[src/design/csw_pkg.sv]
package csw_pkg;
  localparam int WaitDepth = 8;
  localparam int OccW = $clog2(WaitDepth + 1);
  localparam int IdxW = (WaitDepth > 1) ? $clog2(WaitDepth) : 1;

  localparam logic [1:0] OP_TAKE   = 2'd0;
  localparam logic [1:0] OP_GIVE   = 2'd1;
  localparam logic [1:0] OP_RESUME = 2'd2;
  localparam logic [1:0] OP_UNUSED = 2'd3;

  localparam logic [2:0] ST_OK       = 3'd0;
  localparam logic [2:0] ST_BLOCKED  = 3'd1;
  localparam logic [2:0] ST_TIMEOUT  = 3'd2;
  localparam logic [2:0] ST_FULL     = 3'd3;
  localparam logic [2:0] ST_OVERFLOW = 3'd4;

  localparam logic REG_MAX  = 1'b0;
  localparam logic REG_INIT = 1'b1;

  typedef struct packed {
    logic [1:0] operation;
    logic [7:0] task_id;
    logic [7:0] task_priority;
    logic       no_wait;
    logic       current_valid;
    logic [7:0] current_priority;
  } in_word_t;

  typedef struct packed {
    logic [2:0]  status;
    logic        woken_valid;
    logic [7:0]  woken_task;
    logic        preempt;
    logic [15:0] count_now;
  } out_word_t;

  typedef struct packed {
    logic capture;
    logic execute;
  } ctl_cmd_t;
endpackage

[src/design/csw_if.sv]
interface csw_in_if;
  logic valid;
  logic ready;
  logic [1:0] operation;
  logic [7:0] task_id;
  logic [7:0] task_priority;
  logic no_wait;
  logic current_valid;
  logic [7:0] current_priority;
  modport source(output valid, operation, task_id, task_priority, no_wait,
                 current_valid, current_priority, input ready);
  modport sink(input valid, operation, task_id, task_priority, no_wait,
               current_valid, current_priority, output ready);
endinterface

interface csw_out_if;
  logic valid;
  logic ready;
  logic [2:0] status;
  logic woken_valid;
  logic [7:0] woken_task;
  logic preempt;
  logic [15:0] count_now;
  modport source(output valid, status, woken_valid, woken_task, preempt,
                 count_now, input ready);
  modport sink(input valid, status, woken_valid, woken_task, preempt,
               count_now, output ready);
endinterface

interface csw_cfg_if;
  logic valid;
  logic ready;
  logic [7:0] index;
  logic [15:0] data;
  modport source(output valid, index, data, input ready);
  modport sink(input valid, index, data, output ready);
endinterface

[src/design/csw_ctrl.sv]
module csw_ctrl (
  input  logic clk,
  input  logic rst_n,
  input  logic in_valid,
  output logic in_ready,
  output logic out_valid,
  input  logic out_ready,
  output csw_pkg::ctl_cmd_t cmd
);
  import csw_pkg::*;

  localparam logic [1:0] S_IDLE = 2'd0;
  localparam logic [1:0] S_EXEC = 2'd1;

  logic [1:0] state_r, state_nxt;
  logic       ovalid_r, ovalid_nxt;

  assign in_ready    = (state_r == S_IDLE) && (!ovalid_r || out_ready);
  assign out_valid   = ovalid_r;
  assign cmd.capture = in_valid && in_ready;
  assign cmd.execute = (state_r == S_EXEC);

  always_comb begin
    state_nxt  = state_r;
    ovalid_nxt = ovalid_r;
    if (ovalid_r && out_ready) ovalid_nxt = 1'b0;
    unique case (state_r)
      S_IDLE: if (cmd.capture) state_nxt = S_EXEC;
      S_EXEC: begin
        state_nxt  = S_IDLE;
        ovalid_nxt = 1'b1;
      end
      default: state_nxt = S_IDLE;
    endcase
  end

  always_ff @(posedge clk) begin
    if (!rst_n) begin
      state_r  <= S_IDLE;
      ovalid_r <= 1'b0;
    end else begin
      state_r  <= state_nxt;
      ovalid_r <= ovalid_nxt;
    end
  end

  a_exec_once: assert property (@(posedge clk) disable iff (!rst_n)
    cmd.execute |=> !cmd.execute) else $error("exec twice");
  a_out_after: assert property (@(posedge clk) disable iff (!rst_n)
    cmd.execute |=> out_valid) else $error("no word after exec");
  a_cap_exec: assert property (@(posedge clk) disable iff (!rst_n)
    cmd.capture |=> cmd.execute) else $error("capture lost");
endmodule

[src/design/csw_dp.sv]
module csw_dp (
  input  logic clk,
  input  logic rst_n,
  input  csw_pkg::ctl_cmd_t cmd,
  input  csw_pkg::in_word_t in_word,
  input  logic        cfg_we,
  input  logic [7:0]  cfg_index,
  input  logic [15:0] cfg_data,
  output csw_pkg::out_word_t out_word
);
  import csw_pkg::*;

  in_word_t        req_r;
  out_word_t       res_r, res_nxt;
  logic [15:0]     max_r, count_r, count_nxt;
  logic [OccW-1:0] occ_r, occ_nxt;
  logic [7:0]      ids_r [WaitDepth];
  logic [7:0]      pri_r [WaitDepth];
  logic [7:0]      ids_nxt [WaitDepth];
  logic [7:0]      pri_nxt [WaitDepth];
  logic [WaitDepth-1:0] valid_e, before_e, match_e, first_m;
  logic            found;

  always_comb begin
    for (int i = 0; i < WaitDepth; i++) begin
      valid_e[i]  = (OccW'(i) < occ_r);
      before_e[i] = valid_e[i] && (pri_r[i] <= req_r.task_priority);
      match_e[i]  = valid_e[i] && (ids_r[i] == req_r.task_id);
    end
    first_m = match_e & (~match_e + 1'b1);
    found   = |match_e;
  end

  always_comb begin
    logic below;
    res_nxt   = '0;
    count_nxt = count_r;
    occ_nxt   = occ_r;
    ids_nxt   = ids_r;
    pri_nxt   = pri_r;
    below     = 1'b0;
    unique case (req_r.operation)
      OP_TAKE: begin
        if (count_r != 16'd0) begin
          count_nxt = count_r - 16'd1;
        end else if (req_r.no_wait) begin
          res_nxt.status = ST_TIMEOUT;
        end else if (occ_r >= OccW'(WaitDepth)) begin
          res_nxt.status = ST_OVERFLOW;
        end else begin
          res_nxt.status = ST_BLOCKED;
          occ_nxt = occ_r + 1'b1;
          for (int i = 0; i < WaitDepth; i++) begin
            if (!before_e[i]) begin
              if (i > 0 && !before_e[(i > 0) ? i - 1 : 0]) begin
                ids_nxt[i] = ids_r[(i > 0) ? i - 1 : 0];
                pri_nxt[i] = pri_r[(i > 0) ? i - 1 : 0];
              end else begin
                ids_nxt[i] = req_r.task_id;
                pri_nxt[i] = req_r.task_priority;
              end
            end
          end
        end
      end
      OP_GIVE: begin
        if (occ_r != '0) begin
          res_nxt.woken_valid = 1'b1;
          res_nxt.woken_task  = ids_r[0];
          res_nxt.preempt     = req_r.current_valid &&
                                (pri_r[0] < req_r.current_priority);
          occ_nxt = occ_r - 1'b1;
          for (int i = 0; i + 1 < WaitDepth; i++) begin
            ids_nxt[i] = ids_r[i + 1];
            pri_nxt[i] = pri_r[i + 1];
          end
        end else if (count_r >= max_r) begin
          res_nxt.status = ST_FULL;
        end else begin
          count_nxt = count_r + 16'd1;
        end
      end
      OP_RESUME: begin
        if (found) begin
          res_nxt.status = ST_TIMEOUT;
          occ_nxt = occ_r - 1'b1;
          for (int i = 0; i + 1 < WaitDepth; i++) begin
            below = below | first_m[i];
            if (below) begin
              ids_nxt[i] = ids_r[i + 1];
              pri_nxt[i] = pri_r[i + 1];
            end
          end
        end
      end
      default: ;
    endcase
    res_nxt.count_now = count_nxt;
  end

  always_ff @(posedge clk) begin
    if (cmd.capture) req_r <= in_word;
    if (cmd.execute) begin
      res_r <= res_nxt;
      ids_r <= ids_nxt;
      pri_r <= pri_nxt;
    end
  end

  always_ff @(posedge clk) begin
    if (!rst_n) begin
      max_r   <= 16'd1;
      count_r <= 16'd0;
      occ_r   <= '0;
    end else if (cfg_we && cfg_index == {7'd0, REG_MAX}) begin
      max_r <= cfg_data;
    end else if (cfg_we && cfg_index == {7'd0, REG_INIT}) begin
      count_r <= (cfg_data > max_r) ? max_r : cfg_data;
    end else if (cmd.execute) begin
      count_r <= count_nxt;
      occ_r   <= occ_nxt;
    end
  end

  assign out_word = res_r;

  a_occ_range: assert property (@(posedge clk) disable iff (!rst_n)
    occ_r <= OccW'(WaitDepth)) else $error("occupancy too high");
  a_occ_step: assert property (@(posedge clk) disable iff (!rst_n)
    cmd.execute && !cfg_we |=> (occ_r == $past(occ_r)) ||
      (occ_r == $past(occ_r) + 1'b1) || (occ_r == $past(occ_r) - 1'b1))
    else $error("occupancy jump");
  a_woken_give: assert property (@(posedge clk) disable iff (!rst_n)
    cmd.execute && res_nxt.woken_valid |-> req_r.operation == OP_GIVE)
    else $error("wake without give");
endmodule

[src/design/counting_semaphore_priority_wait_top.sv]
// channel | dir | handshake          | word
// in_     | in  | in_valid/in_ready   | operation, task_id, priorities, flags
// out_    | out | out_valid/out_ready | status, woken_*, preempt, count_now
// cfg_    | in  | cfg_valid/cfg_ready | index 0 count limit, 1 initial count
// Each word: capture, then execute (count update or wait-queue update in the shift array).
// Result sits in an output register; next word taken once it is read.
// rst_n synchronous: count 0, max 1, queue empty.
// Stalls on out_ready hold the result and block new input.
module counting_semaphore_priority_wait_top (
  input logic clk,
  input logic rst_n,
  csw_in_if.sink    in_ch,
  csw_out_if.source out_ch,
  csw_cfg_if.sink   cfg_ch
);
  import csw_pkg::*;

  ctl_cmd_t  cmd;
  in_word_t  in_word;
  out_word_t out_word;

  assign cfg_ch.ready = 1'b1;
  assign in_word = '{operation: in_ch.operation, task_id: in_ch.task_id,
                     task_priority: in_ch.task_priority, no_wait: in_ch.no_wait,
                     current_valid: in_ch.current_valid,
                     current_priority: in_ch.current_priority};

  csw_ctrl u_ctrl (
    .clk(clk), .rst_n(rst_n), .in_valid(in_ch.valid), .in_ready(in_ch.ready),
    .out_valid(out_ch.valid), .out_ready(out_ch.ready), .cmd(cmd)
  );

  csw_dp u_dp (
    .clk(clk), .rst_n(rst_n), .cmd(cmd), .in_word(in_word),
    .cfg_we(cfg_ch.valid), .cfg_index(cfg_ch.index), .cfg_data(cfg_ch.data),
    .out_word(out_word)
  );

  assign out_ch.status      = out_word.status;
  assign out_ch.woken_valid = out_word.woken_valid;
  assign out_ch.woken_task  = out_word.woken_task;
  assign out_ch.preempt     = out_word.preempt;
  assign out_ch.count_now   = out_word.count_now;
endmodule
[src/flat_wrapper.sv]
// flat-port wrapper written by rule: the top's interface ports become plain ports
module counting_semaphore_priority_wait_top_flat import csw_pkg::*;
  (clk, rst_n, in_ch_valid, in_ch_operation, in_ch_task_id, in_ch_task_priority, in_ch_no_wait, in_ch_current_valid, in_ch_current_priority, in_ch_ready, out_ch_valid, out_ch_status, out_ch_woken_valid, out_ch_woken_task, out_ch_preempt, out_ch_count_now, out_ch_ready, cfg_ch_valid, cfg_ch_index, cfg_ch_data, cfg_ch_ready);
  csw_in_if in_ch_i ();
  csw_out_if out_ch_i ();
  csw_cfg_if cfg_ch_i ();
  input logic clk;
  input logic rst_n;
  input wire logic [$bits(in_ch_i.valid)-1:0] in_ch_valid;
  input wire logic [$bits(in_ch_i.operation)-1:0] in_ch_operation;
  input wire logic [$bits(in_ch_i.task_id)-1:0] in_ch_task_id;
  input wire logic [$bits(in_ch_i.task_priority)-1:0] in_ch_task_priority;
  input wire logic [$bits(in_ch_i.no_wait)-1:0] in_ch_no_wait;
  input wire logic [$bits(in_ch_i.current_valid)-1:0] in_ch_current_valid;
  input wire logic [$bits(in_ch_i.current_priority)-1:0] in_ch_current_priority;
  output wire logic [$bits(in_ch_i.ready)-1:0] in_ch_ready;
  output wire logic [$bits(out_ch_i.valid)-1:0] out_ch_valid;
  output wire logic [$bits(out_ch_i.status)-1:0] out_ch_status;
  output wire logic [$bits(out_ch_i.woken_valid)-1:0] out_ch_woken_valid;
  output wire logic [$bits(out_ch_i.woken_task)-1:0] out_ch_woken_task;
  output wire logic [$bits(out_ch_i.preempt)-1:0] out_ch_preempt;
  output wire logic [$bits(out_ch_i.count_now)-1:0] out_ch_count_now;
  input wire logic [$bits(out_ch_i.ready)-1:0] out_ch_ready;
  input wire logic [$bits(cfg_ch_i.valid)-1:0] cfg_ch_valid;
  input wire logic [$bits(cfg_ch_i.index)-1:0] cfg_ch_index;
  input wire logic [$bits(cfg_ch_i.data)-1:0] cfg_ch_data;
  output wire logic [$bits(cfg_ch_i.ready)-1:0] cfg_ch_ready;
  assign in_ch_i.valid = in_ch_valid;
  assign in_ch_i.operation = in_ch_operation;
  assign in_ch_i.task_id = in_ch_task_id;
  assign in_ch_i.task_priority = in_ch_task_priority;
  assign in_ch_i.no_wait = in_ch_no_wait;
  assign in_ch_i.current_valid = in_ch_current_valid;
  assign in_ch_i.current_priority = in_ch_current_priority;
  assign in_ch_ready = in_ch_i.ready;
  assign out_ch_valid = out_ch_i.valid;
  assign out_ch_status = out_ch_i.status;
  assign out_ch_woken_valid = out_ch_i.woken_valid;
  assign out_ch_woken_task = out_ch_i.woken_task;
  assign out_ch_preempt = out_ch_i.preempt;
  assign out_ch_count_now = out_ch_i.count_now;
  assign out_ch_i.ready = out_ch_ready;
  assign cfg_ch_i.valid = cfg_ch_valid;
  assign cfg_ch_i.index = cfg_ch_index;
  assign cfg_ch_i.data = cfg_ch_data;
  assign cfg_ch_ready = cfg_ch_i.ready;
  counting_semaphore_priority_wait_top u_core (.clk(clk), .rst_n(rst_n), .in_ch(in_ch_i), .out_ch(out_ch_i), .cfg_ch(cfg_ch_i));
endmodule
[config.mk]
export PLATFORM = sky130hd
export DESIGN_NAME = counting_semaphore_priority_wait_top_flat
export DESIGN_NICKNAME = d
export VERILOG_FILES = /design/src/design/csw_pkg.sv /design/src/design/csw_if.sv /design/src/design/csw_ctrl.sv /design/src/design/csw_dp.sv /design/src/design/counting_semaphore_priority_wait_top.sv /design/src/flat_wrapper.sv
export SDC_FILE = /design/constraint.sdc
export NUM_CORES = 1
export LEC_CHECK = 0
export BUFFER_PORTS_ARGS = -buffer_cell sky130_fd_sc_hd__clkbuf_2
export CAP_MARGIN = 20
export CORE_MARGIN = 3
export CORE_UTILIZATION = 47
export DETAILED_ROUTE_END_ITERATION = 8
export PLACE_DENSITY = 0.75
export SKIP_LAST_GASP = 1
export SLEW_MARGIN = 10
export SYNTH_ARGS = -nofsm -noshare
export SYNTH_HDL_FRONTEND = slang
export SYNTH_SLANG_ARGS = --single-unit
[constraint.sdc]
create_clock -name clk -period 4.8 [get_ports clk]
set_input_delay 0.48 -clock clk [delete_from_list [all_inputs] [get_ports clk]]
set_output_delay 0.48 -clock clk [all_outputs]
set_load 0.005 [all_outputs]
Yosys cells after proc, flatten, opt, wreduce, memory -nomap -nowiden:

Index checks and enable logic that the tools add are counted.

* register bits: 223
* output and inout bits: 32
* logic and storage cells: 225

* add/sub/neg operators: 5
* $lt $le $gt $ge: 20
* equality and inequality tests: 30
* mux-type cells: 79
* bitwise logic cells: 14
* reductions and logical operators: 45

Operators by type and width (count)
* $mux W64: 6
* $mux W8: 44
* $pmux W56 S3: 2
* $mux W56: 4
* $mux W16: 6
* $reduce_and A9 Y1: 8
* $eq A8 B8 Y1: 8
* $le A8 B8 Y1: 8
* $ne A2 B2 Y1 const B: 19
* $pmux W16 S2: 1
* $logic_and A1 B1 Y1: 22
* $mux W4: 5
* $add A16 B1 Y16 const B: 1
* $ge A16 B16 Y1: 1
* $gt A16 B16 Y1: 1
* $lt A3 B4 Y1 const A: 4
* $reduce_bool A16 Y1: 1
* $sub A16 B1 Y16 const B: 1
* $pmux W4 S3: 1
* $mux W10: 1
* $mux W3: 3
* $pmux W3 S3: 1
* $eq A8 B1 Y1 const B: 1
* $logic_not A8 Y1: 1
* other kinds (24): 43

Logic depth before layout (Yosys ltp):

Gate-level depths: netlist of the first run.

* word-level depth: 14
* gate-level depth with buffers: 11
* gate-level depth less buffers: 9

Modules after synthesis:

A second synthesis of the first run with hierarchy kept.

* cells, all modules: 1388
* area, all modules: 14493.9 µm²

By module, submodules not included
* csw_dp: instances 1, cells an instance 1378, area an instance 14386.3 µm²
* csw_ctrl: instances 1, cells an instance 8, area an instance 96.3 µm²
* counting_semaphore_priority_wait_top: instances 1, cells an instance 2, area an instance 11.3 µm²

Worst setup path after synthesis of the first run:

No wires, ideal clock.

* path kind: flip-flop to flip-flop
* start: register u_core.u_dp.req_r[11] (netlist bit)
* end: register u_core.u_dp.ids_r[40] (netlist bit), enable pin
* setup time: 414 ps
* data arrival time: 3346 ps
* slack: 1040 ps
* stages on the path, launching flop included: 11
* path buffers: 2
* period minus slack after synthesis: 3760 ps
* cells stage by stage: edfxtp_1 inv_1 ha_1 nor2b_1 o21a_1 o21ai_0 a211o_1 and3b_1 clkbuf_1 buf_2 a211oi_1

* cells in the longest elaborated chain, start to end: 4

Ends and longest elaborated chain
* from (decl): RTL line csw_dp.sv:13 `in_word_t req_r;`
* from (signal assigned): RTL line csw_dp.sv:102 `if (cmd.capture) req_r <= in_word;`
* $le A8 B8 Y1: RTL line csw_dp.sv:27 `before_e[i] = valid_e[i] && (pri_r[i] <= req_r.task_priority);`
* $logic_and A1 B1 Y1: RTL line csw_dp.sv:27
* $ne A2 B2 Y1 (no source line)
* $reduce_and A9 Y1 (no source line)
* to (signal assigned): RTL line csw_dp.sv:105 `ids_r <= ids_nxt;`
* to (decl): RTL line csw_dp.sv:17 `logic [7:0] ids_r [WaitDepth];`

Every way passes these cells.
A chain may end at the register's enable or synchronous reset.

Final worst setup path of the first run:

* start: register u_core.u_dp.count_r[13]
* end: register u_core.u_dp.count_r[10]

* cells in the longest elaborated chain, start to end: 6

Ends and longest elaborated chain
* from (decl): RTL line csw_dp.sv:15 `logic [15:0] max_r, count_r, count_nxt;`
* from (signal assigned): RTL line csw_dp.sv:118 `count_r <= (cfg_data > max_r) ? max_r : cfg_data;`
* from (signal assigned): RTL line csw_dp.sv:120 `count_r <= count_nxt;`
* $ge A16 B16 Y1: RTL line csw_dp.sv:77 `end else if (count_r >= max_r) begin`
* $mux W16: RTL line csw_dp.sv:77
* $mux W16: RTL line csw_dp.sv:67 `if (occ_r != '0) begin`
* $pmux W16 S2 *: RTL line csw_dp.sv:42 `unique case (req_r.operation)`
* $mux W16 *: RTL line csw_dp.sv:119 `end else if (cmd.execute) begin`
* $mux W16 *: RTL line csw_dp.sv:117 `end else if (cfg_we && cfg_index == {7'd0, REG_INIT}) begin`

Every way passes the cells marked *; elsewhere a longest branch is shown, timed or not. The select of a mux whose other input is x is not followed.

==> summary.md, run 1 <==
| Metric | Value |
|---|---|
| Top-level I/O count | 89 |
| Power spent charging and discharging nets | 1.43 mW |
| Result of the run | finished, final reports clean |
| Diodes inserted | 0 |
| Flop pwr share | 45.6% |
| Largest stage delay on the critical path | 640 ps |
| Count of endpoints failing hold in the final timing report | 0 |
| Residual antenna-violating net count after detailed routing | 0 |
| Maximum number of pins on one net before global-route repair | 94 |
| Root buffer cell | sky130_fd_sc_hd__clkbuf_16 |
| Layout Nets | 1625 |
| Total buffers and inverters traversed by the critical path | 0 |
| Total core area | 29900 um^2 |
| Series of cell instances along the critical path | ha_1 -> a211oi_1 -> nor2_1 -> or3_1 -> or3_1 -> o31a_1 -> a311oi_1 -> o31a_1 |
| # resized after CTS | 0 |
| Crit end category | flop |
| Critical path's slowest cell | sky130_fd_sc_hd__dfxtp_1 |
| Total grt overflow | 0 |
| Global placement routability congestion | 0.954 |
| Pwr per Cell Area | 314 nW/um^2 |
| Sequential fraction of the synthesis area | 44.0% |
| Arrival time at the worst endpoint | 4080 ps |
| Total routing usage reported by global routing | 23.4% |
| Count of buffers from port buffering | 87 |
| Sort of element at the start of the critical path | flop |
| Initial core utilization | 48.0% |
| Clk pin slew, worst setup/hold paths | 70 ps |
| Worst slew slack as a fraction of its limit | 27.4% |
| Post-CTS Setup Inserts | 0 |
| HPWL after detailed placement | 28700 um |
| Fraction of final layout cells with drive strength greater than 1 | 13.2% |
| Cell with the most instances after synthesis | sky130_fd_sc_hd__edfxtp_1 |
| Total Die Area | 32700 um^2 |
| Initial antenna violation count | 0 |
| Number of hold-repair buffers added at the cts stage | 0 |
| Netlist Area Pre-Place | 14400 um^2 |
| Count of pins over their slew limit | 0 |
| Number of standard cells after synthesis | 1409 |
| Final setup TNS | 0 ps |
| Power consumption | 5.02 mW |
| Main flop type after synthesis | sky130_fd_sc_hd__edfxtp_1 |
| Number of enable flip-flop cells after synthesis | 185 |
| Final critical-path required period | 3580 ps |
| Worst-case vdd ir drop | 0.000243 V |
| Largest cells by area after synthesis | sky130_fd_sc_hd__edfxtp_1, sky130_fd_sc_hd__ha_1, sky130_fd_sc_hd__mux2i_1 |
| Peak fanout along the critical path | 12 |
| Leakage power figure | 5.92 nW |
| Ys async rst share | 0% |
| Nets in the synthesized netlist | 1571 |
| Wire length of the first global-routing pass | 62500 um |
| Via count of the first global-routing pass | 11172 |
| Per-instance average area after synthesis | 10.2 um^2 |
| CTS buffer count | 26 |
| Detail-routed net length per standard cell | 21.2 um |
| Number of detailed-route iterations in the first pass | 6 |
| Width of the die | 181 um |
| Setup-violating endpoint count in the final report | 0 |
| Clock skew after layout | 17.2 ps |
| Family of cells with the greatest summed delay on the critical path | compound AO/OA/AOI/OAI gates |
| Clock Power Share | 37.6% |
| Number of distinct library cells after synthesis | 75 |
| Maximum clock path buffer count | 3 |
| Max-capacitance violation count | 0 |
| Slew at the pin with the worst max-slew slack | 1090 ps |
| Synthesis warning total | 0 |
| DR vias/cell | 6.24 |
| Clock insertion delay at the later pin of the skew report | 550 ps |
| Seq cells post-synth | 223 |
| Combinational cell fraction of total power | 16.8% |
| Area growth from synthesis to layout | 11.4% |
| RSZ-0062 raised after global routing | no |
| H-tree depth | 1 |
| Die height | 181 um |
| Number of rows in the core area | 63 |
| Data required, critical path | 5300 ps |
| Drt initial violations | 1280 |
| Clock Sinks | 223 |
| Final wirelength | 39700 um |
| Post-synth top area cell | sky130_fd_sc_hd__edfxtp_1 |
| Via count | 11680 |
| Cell-internal power | 3.59 mW |
| Drc violations | 0 |
| Yosys top cell area share | 38.7% |
| Crit share post-route | 74.6% |
| Hold/Removal Path Class | input pin to flop |
| Achievable frequency | 279 MHz |
| Commonest cells post-synth | sky130_fd_sc_hd__edfxtp_1, sky130_fd_sc_hd__nand2_1, sky130_fd_sc_hd__ha_1 |
| Setup Crit Path Kind | flop to flop |
| CTS tree | done |
| Switching power share of the total | 28.5% |
[stage by stage]
stage          hold WS, ps  instances  worst slack (ps)  instance area (um^2)  utilization [%]
2_1_floorplan          460       1409              1040                 14400                -
3_3_place_gp           476       1823              1370                 15200             50.8
3_5_place_dp           484       1824              1340                 15200             50.8
4_1_cts               91.8       1870              1320                 16000             53.5
5_1_grt               94.9       1871              1070                 16000             53.5
6_report               109       1871              1220                 16000             53.5
[power by group through the flow]
stage	Clock, mW	Combinational, mW	Sequential, mW
2_1_floorplan	0	0.601	2.28
3_3_place_gp	0	0.802	2.33
3_5_place_dp	0	0.821	2.33
4_1_cts	1.92	0.827	2.29
5_1_grt	2.00	0.927	2.30
6_report	1.89	0.842	2.29
[logic make-up after synthesis]
family,count (synthesis),share of synthesized area [%]
fa+ha+maj,105,9.15
simple gates,430,15.7
flops,223,44.0
other cells,1,0.0261
xor+xnor,67,4.09
compound gates,331,15.7
buf+inv,153,4.28
mux,99,7.04
[layer usage]
metal  GRT usage [%]  wire length [um]  part of all wire, %
met3            3.72              3640                  9.2
met5               0                 0                    0
met1            35.9             18100                   46
met4            5.31               767                  1.9
met2            34.9             17200                   43
[registers in the layout, indices dropped and copies added (netlist names)]
signal,cells
u_core.u_dp.ids_r,64
u_core.u_dp.pri_r,64
u_core.u_dp.out_word,29
u_core.u_dp.req_r,28
u_core.u_dp.count_r,16
u_core.u_dp.max_r,16
u_core.u_dp.occ_r,4
u_core.u_ctrl.out_valid,1
u_core.u_ctrl.state_r,1
[cell usage in the layout (no fill, tap or decap), types with 12 or more instances in the layout]
cell type | Yosys | layout
sky130_fd_sc_hd__ha_1 | 105 | 104
sky130_fd_sc_hd__a211oi_1 | 21 | 19
sky130_fd_sc_hd__mux2i_1 | 83 | 83
sky130_fd_sc_hd__nor3_1 | 31 | 29
sky130_fd_sc_hd__a21o_1 | 25 | 25
sky130_fd_sc_hd__o31ai_1 | 19 | 19
sky130_fd_sc_hd__xnor2_1 | 61 | 61
sky130_fd_sc_hd__nand2_1 | 138 | 138
sky130_fd_sc_hd__dfxtp_1 | 38 | 38
sky130_fd_sc_hd__a221o_1 | 16 | 16
sky130_fd_sc_hd__o21a_1 | 17 | 17
sky130_fd_sc_hd__o211ai_1 | 12 | 12
sky130_fd_sc_hd__edfxtp_1 | 185 | 185
sky130_fd_sc_hd__mux2_2 | 16 | 16
sky130_fd_sc_hd__o21ai_0 | 94 | 94
sky130_fd_sc_hd__nand4_1 | 29 | 29
sky130_fd_sc_hd__nor2_1 | 54 | 54
sky130_fd_sc_hd__clkbuf_2 | 1 | 87
sky130_fd_sc_hd__and2_1 | 16 | 15
sky130_fd_sc_hd__clkbuf_16 | 0 | 27
sky130_fd_sc_hd__inv_1 | 63 | 63
sky130_fd_sc_hd__nor3b_1 | 20 | 20
sky130_fd_sc_hd__nor4_1 | 13 | 13
sky130_fd_sc_hd__buf_4 | 1 | 27
sky130_fd_sc_hd__nand3_1 | 53 | 53
sky130_fd_sc_hd__a21oi_1 | 50 | 49
[area by class of cell]
class | instances | area [um^2]
sequential | 223 | 6320
multi-input combinational | 1033 | 7490
clock inverter | 15 | 115
tap | 390 | 488
inverter | 63 | 236
fill | 2563 | 13900
clock buffer | 31 | 691
timing repair buffer | 116 | 661
[final timing paths]
kind	startpoint	to	slack (ps)	cells after the start
hold / removal	in_ch_task_priority[7]	u_core.u_dp.req_r[17]	110	1
setup / recovery	u_core.u_dp.count_r[13]	u_core.u_dp.count_r[10]	1220	8
setup reg to reg	u_core.u_dp.count_r[13]	u_core.u_dp.count_r[10]	1220	8
hold reg to reg	u_core.u_dp.max_r[13]	u_core.u_dp.max_r[13]	500	2
No activity file was read; power rests on OpenSTA's default activity.
==> run 2, diff against run 1 <==
- clock period: 4.8 -> 3.3 ns (I/O delays scaled with it)
==> run 2 against run 1 <==
Compared with the run above: non-clock buffer count up 68; cell count rose by 3.7%; first-iteration DRC count down 0.94%; hold slack worse by 88 ps; clock skew rose by 4.0 ps.
==> summary.md, run 2 (same netlist as run 1, synthesis figures left out) <==
| Metric | Value |
|---|---|
| Result of the run | finished, final reports clean |
| Worst Min Path Start | in_ch_task_id[3] |
| Setup-violating endpoint count in the final report | 0 |
| Cell total after placement | 1866 |
| Wire length of the first global-routing pass | 62800 um |
| Clk pin slew, worst setup/hold paths | 60 ps |
| Residual antenna-violating net count after detailed routing | 0 |
| Initial antenna violation count | 0 |
| Max-capacitance violation count | 0 |
| Count of cells along the worst hold path | 1 |
| Setup Crit Path Kind | flop to flop |
| Final core utilization | 55.9% |
| Series of cell instances along the critical path | inv_1 -> ha_1 -> a211oi_1 -> nor2_1 -> or3_1 -> or3_1 -> o31a_1 -> a311oi_1 -> o31a_1 |
| Total Die Area | 32700 um^2 |
| H-tree depth | 1 |
| Data required, critical path | 3780 ps |
| Via count | 11951 |
| Total core area | 29900 um^2 |
| Root buffer cell | sky130_fd_sc_hd__clkbuf_16 |
| Maximum clock path buffer count | 3 |
| Worst r2r src | u_core.u_dp.max_r[13] |
| Crit share post-route | 94.0% |
| Achievable frequency | 322 MHz |
| RSZ-0062 raised after global routing | no |
| Total grt overflow | 0 |
| Fraction of final layout cells with drive strength greater than 1 | 15.2% |
| Peak fanout along the critical path | 6 |
| Pwr per Cell Area | 454 nW/um^2 |
| Total routing usage reported by global routing | 23.6% |
| Worst slew slack as a fraction of its limit | 40.7% |
| Detail-routed net length per standard cell | 20.7 um |
| Clock Sinks | 223 |
| Sort of element at the start of the critical path | flop |
| Top-level I/O count | 89 |
| Count of pins over their slew limit | 0 |
| Number of detailed-route iterations in the first pass | 7 |
| Count of endpoints failing hold in the final timing report | 0 |
| Clock skew after layout | 21.3 ps |
| CTS tree | done |
| Number of non-filler instances in the completed layout | 1940 |
| Post-CTS Setup Inserts | 0 |
| Critical path's slowest cell | sky130_fd_sc_hd__or3_1 |
| Hold/Removal Path Class | input pin to flop |
| Reg-to-reg critical path endpoint | u_core.u_dp.count_r[10] |
| Clock insertion delay at the later pin of the skew report | 530 ps |
| Crit end category | flop |
| Worst-case vdd ir drop | 0.000389 V |
| HPWL after detailed placement | 29800 um |
| Most common cell after layout, fill and taps aside | sky130_fd_sc_hd__edfxtp_1 |
| CTS buffer count | 27 |
| Largest stage delay on the critical path | 510 ps |
| Area growth from synthesis to layout | 16.3% |
| Final critical-path required period | 3100 ps |
| Number of rows in the core area | 63 |
| Leakage power figure | 6.27 nW |
| Slew at the pin with the worst max-slew slack | 889 ps |
| DR vias/cell | 6.16 |
| Layout Nets | 1694 |
| Drc violations | 0 |
| Arrival time at the worst endpoint | 3580 ps |
| Filler cells | 2549 |
| Initial core utilization | 48.0% |
| Die height | 181 um |
| Width of the die | 181 um |
| Slack of the worst reg-to-reg path | 200 ps |
| Count of buffers from port buffering | 87 |
| Final wirelength | 40200 um |
| Diodes inserted | 0 |
| Worst hold path endpoint | u_core.u_dp.req_r[21] |
| Maximum number of pins on one net before global-route repair | 65 |
| Via count of the first global-routing pass | 11472 |
| Drt initial violations | 1268 |
| Global placement routability congestion | 0.970 |
| Commonest cells after routing, fill and taps aside | sky130_fd_sc_hd__edfxtp_1, sky130_fd_sc_hd__nand2_1, sky130_fd_sc_hd__ha_1 |
| Worst R2R Path Depth | 9 |
| Beginning of the critical path | u_core.u_dp.max_r[13] |
run 2: through the flow:
stage | area, um^2 | setup slack [ps] | TNS, ps | hold slack, ps | total power [mW]
3_3_place_gp | 15500 | 187 | 0 | 474 | 4.59
5_1_grt | 16700 | 44.7 | 0 | 3.86 | 7.88
3_5_place_dp | 15500 | 59.6 | 0 | 485 | 4.63
6_report | 16700 | 197 | 0 | 20.9 | 7.58
4_1_cts | 16700 | 45.9 | 0 | 6.73 | 7.60
2_1_floorplan | 14400 | -420 | -27700 | 429 | 4.19
run 2: layout make-up:
| class | instances | area, um^2 | area share, % |
|---|---|---|---|
| Clock inverter | 15 | 174 | 1.04 |
| Multi-Input combinational cell | 1033 | 7510 | 45.0 |
| Sequential cell | 223 | 6320 | 37.8 |
| Timing Repair Buffer | 184 | 1280 | 7.67 |
| Inverter | 63 | 236 | 1.42 |
| Clock buffer | 32 | 694 | 4.16 |
| Tap cell | 390 | 488 | 2.92 |
run 2: where the power goes:
group          switching [mW]  internal (mW)  total (mW)
logic                   0.798          0.526        1.32
clock network            1.14           1.80        2.94
registers               0.126           3.20        3.32
run 2: worst max-delay path by stage:
stage,to,cells past startpoint
finish,u_core.u_dp.count_r[10],9
global route,u_core.u_dp.pri_r[45],9
CTS,u_core.u_dp.count_r[7],10
detailed placement,u_core.u_dp.count_r[7],10
global placement,u_core.u_dp.count_r[7],10
floorplan,u_core.u_dp.ids_r[16],10
run 2: repair_timing:
action / CTS / global route
resized for setup: 0 / 5
setup endpoints to repair: 0 / 43
endpoints found under the hold margin: 27 / 0
hold buffers: 27 / 0
run 2: worst max-delay path: cells and delay by family (launching register included):
family / cells / cell delay (ps)
simple gates: 3 / 1090
fa+ha+maj: 1 / 320
compound gates: 4 / 1220
buf+inv: 1 / 90
flops: 1 / 330
run 2: per-layer routing:
layer  share of wire (%)  vias to the layer above  track usage [%]  wire [um]
met3                 9.3                       69             3.20       3750
met5                   0                        -                0          0
met4                 2.5                        0             6.05       1020
li1                    -                     5586                -          -
met2                  43                      600             36.1      17400
met1                  45                     5696             35.5      18000
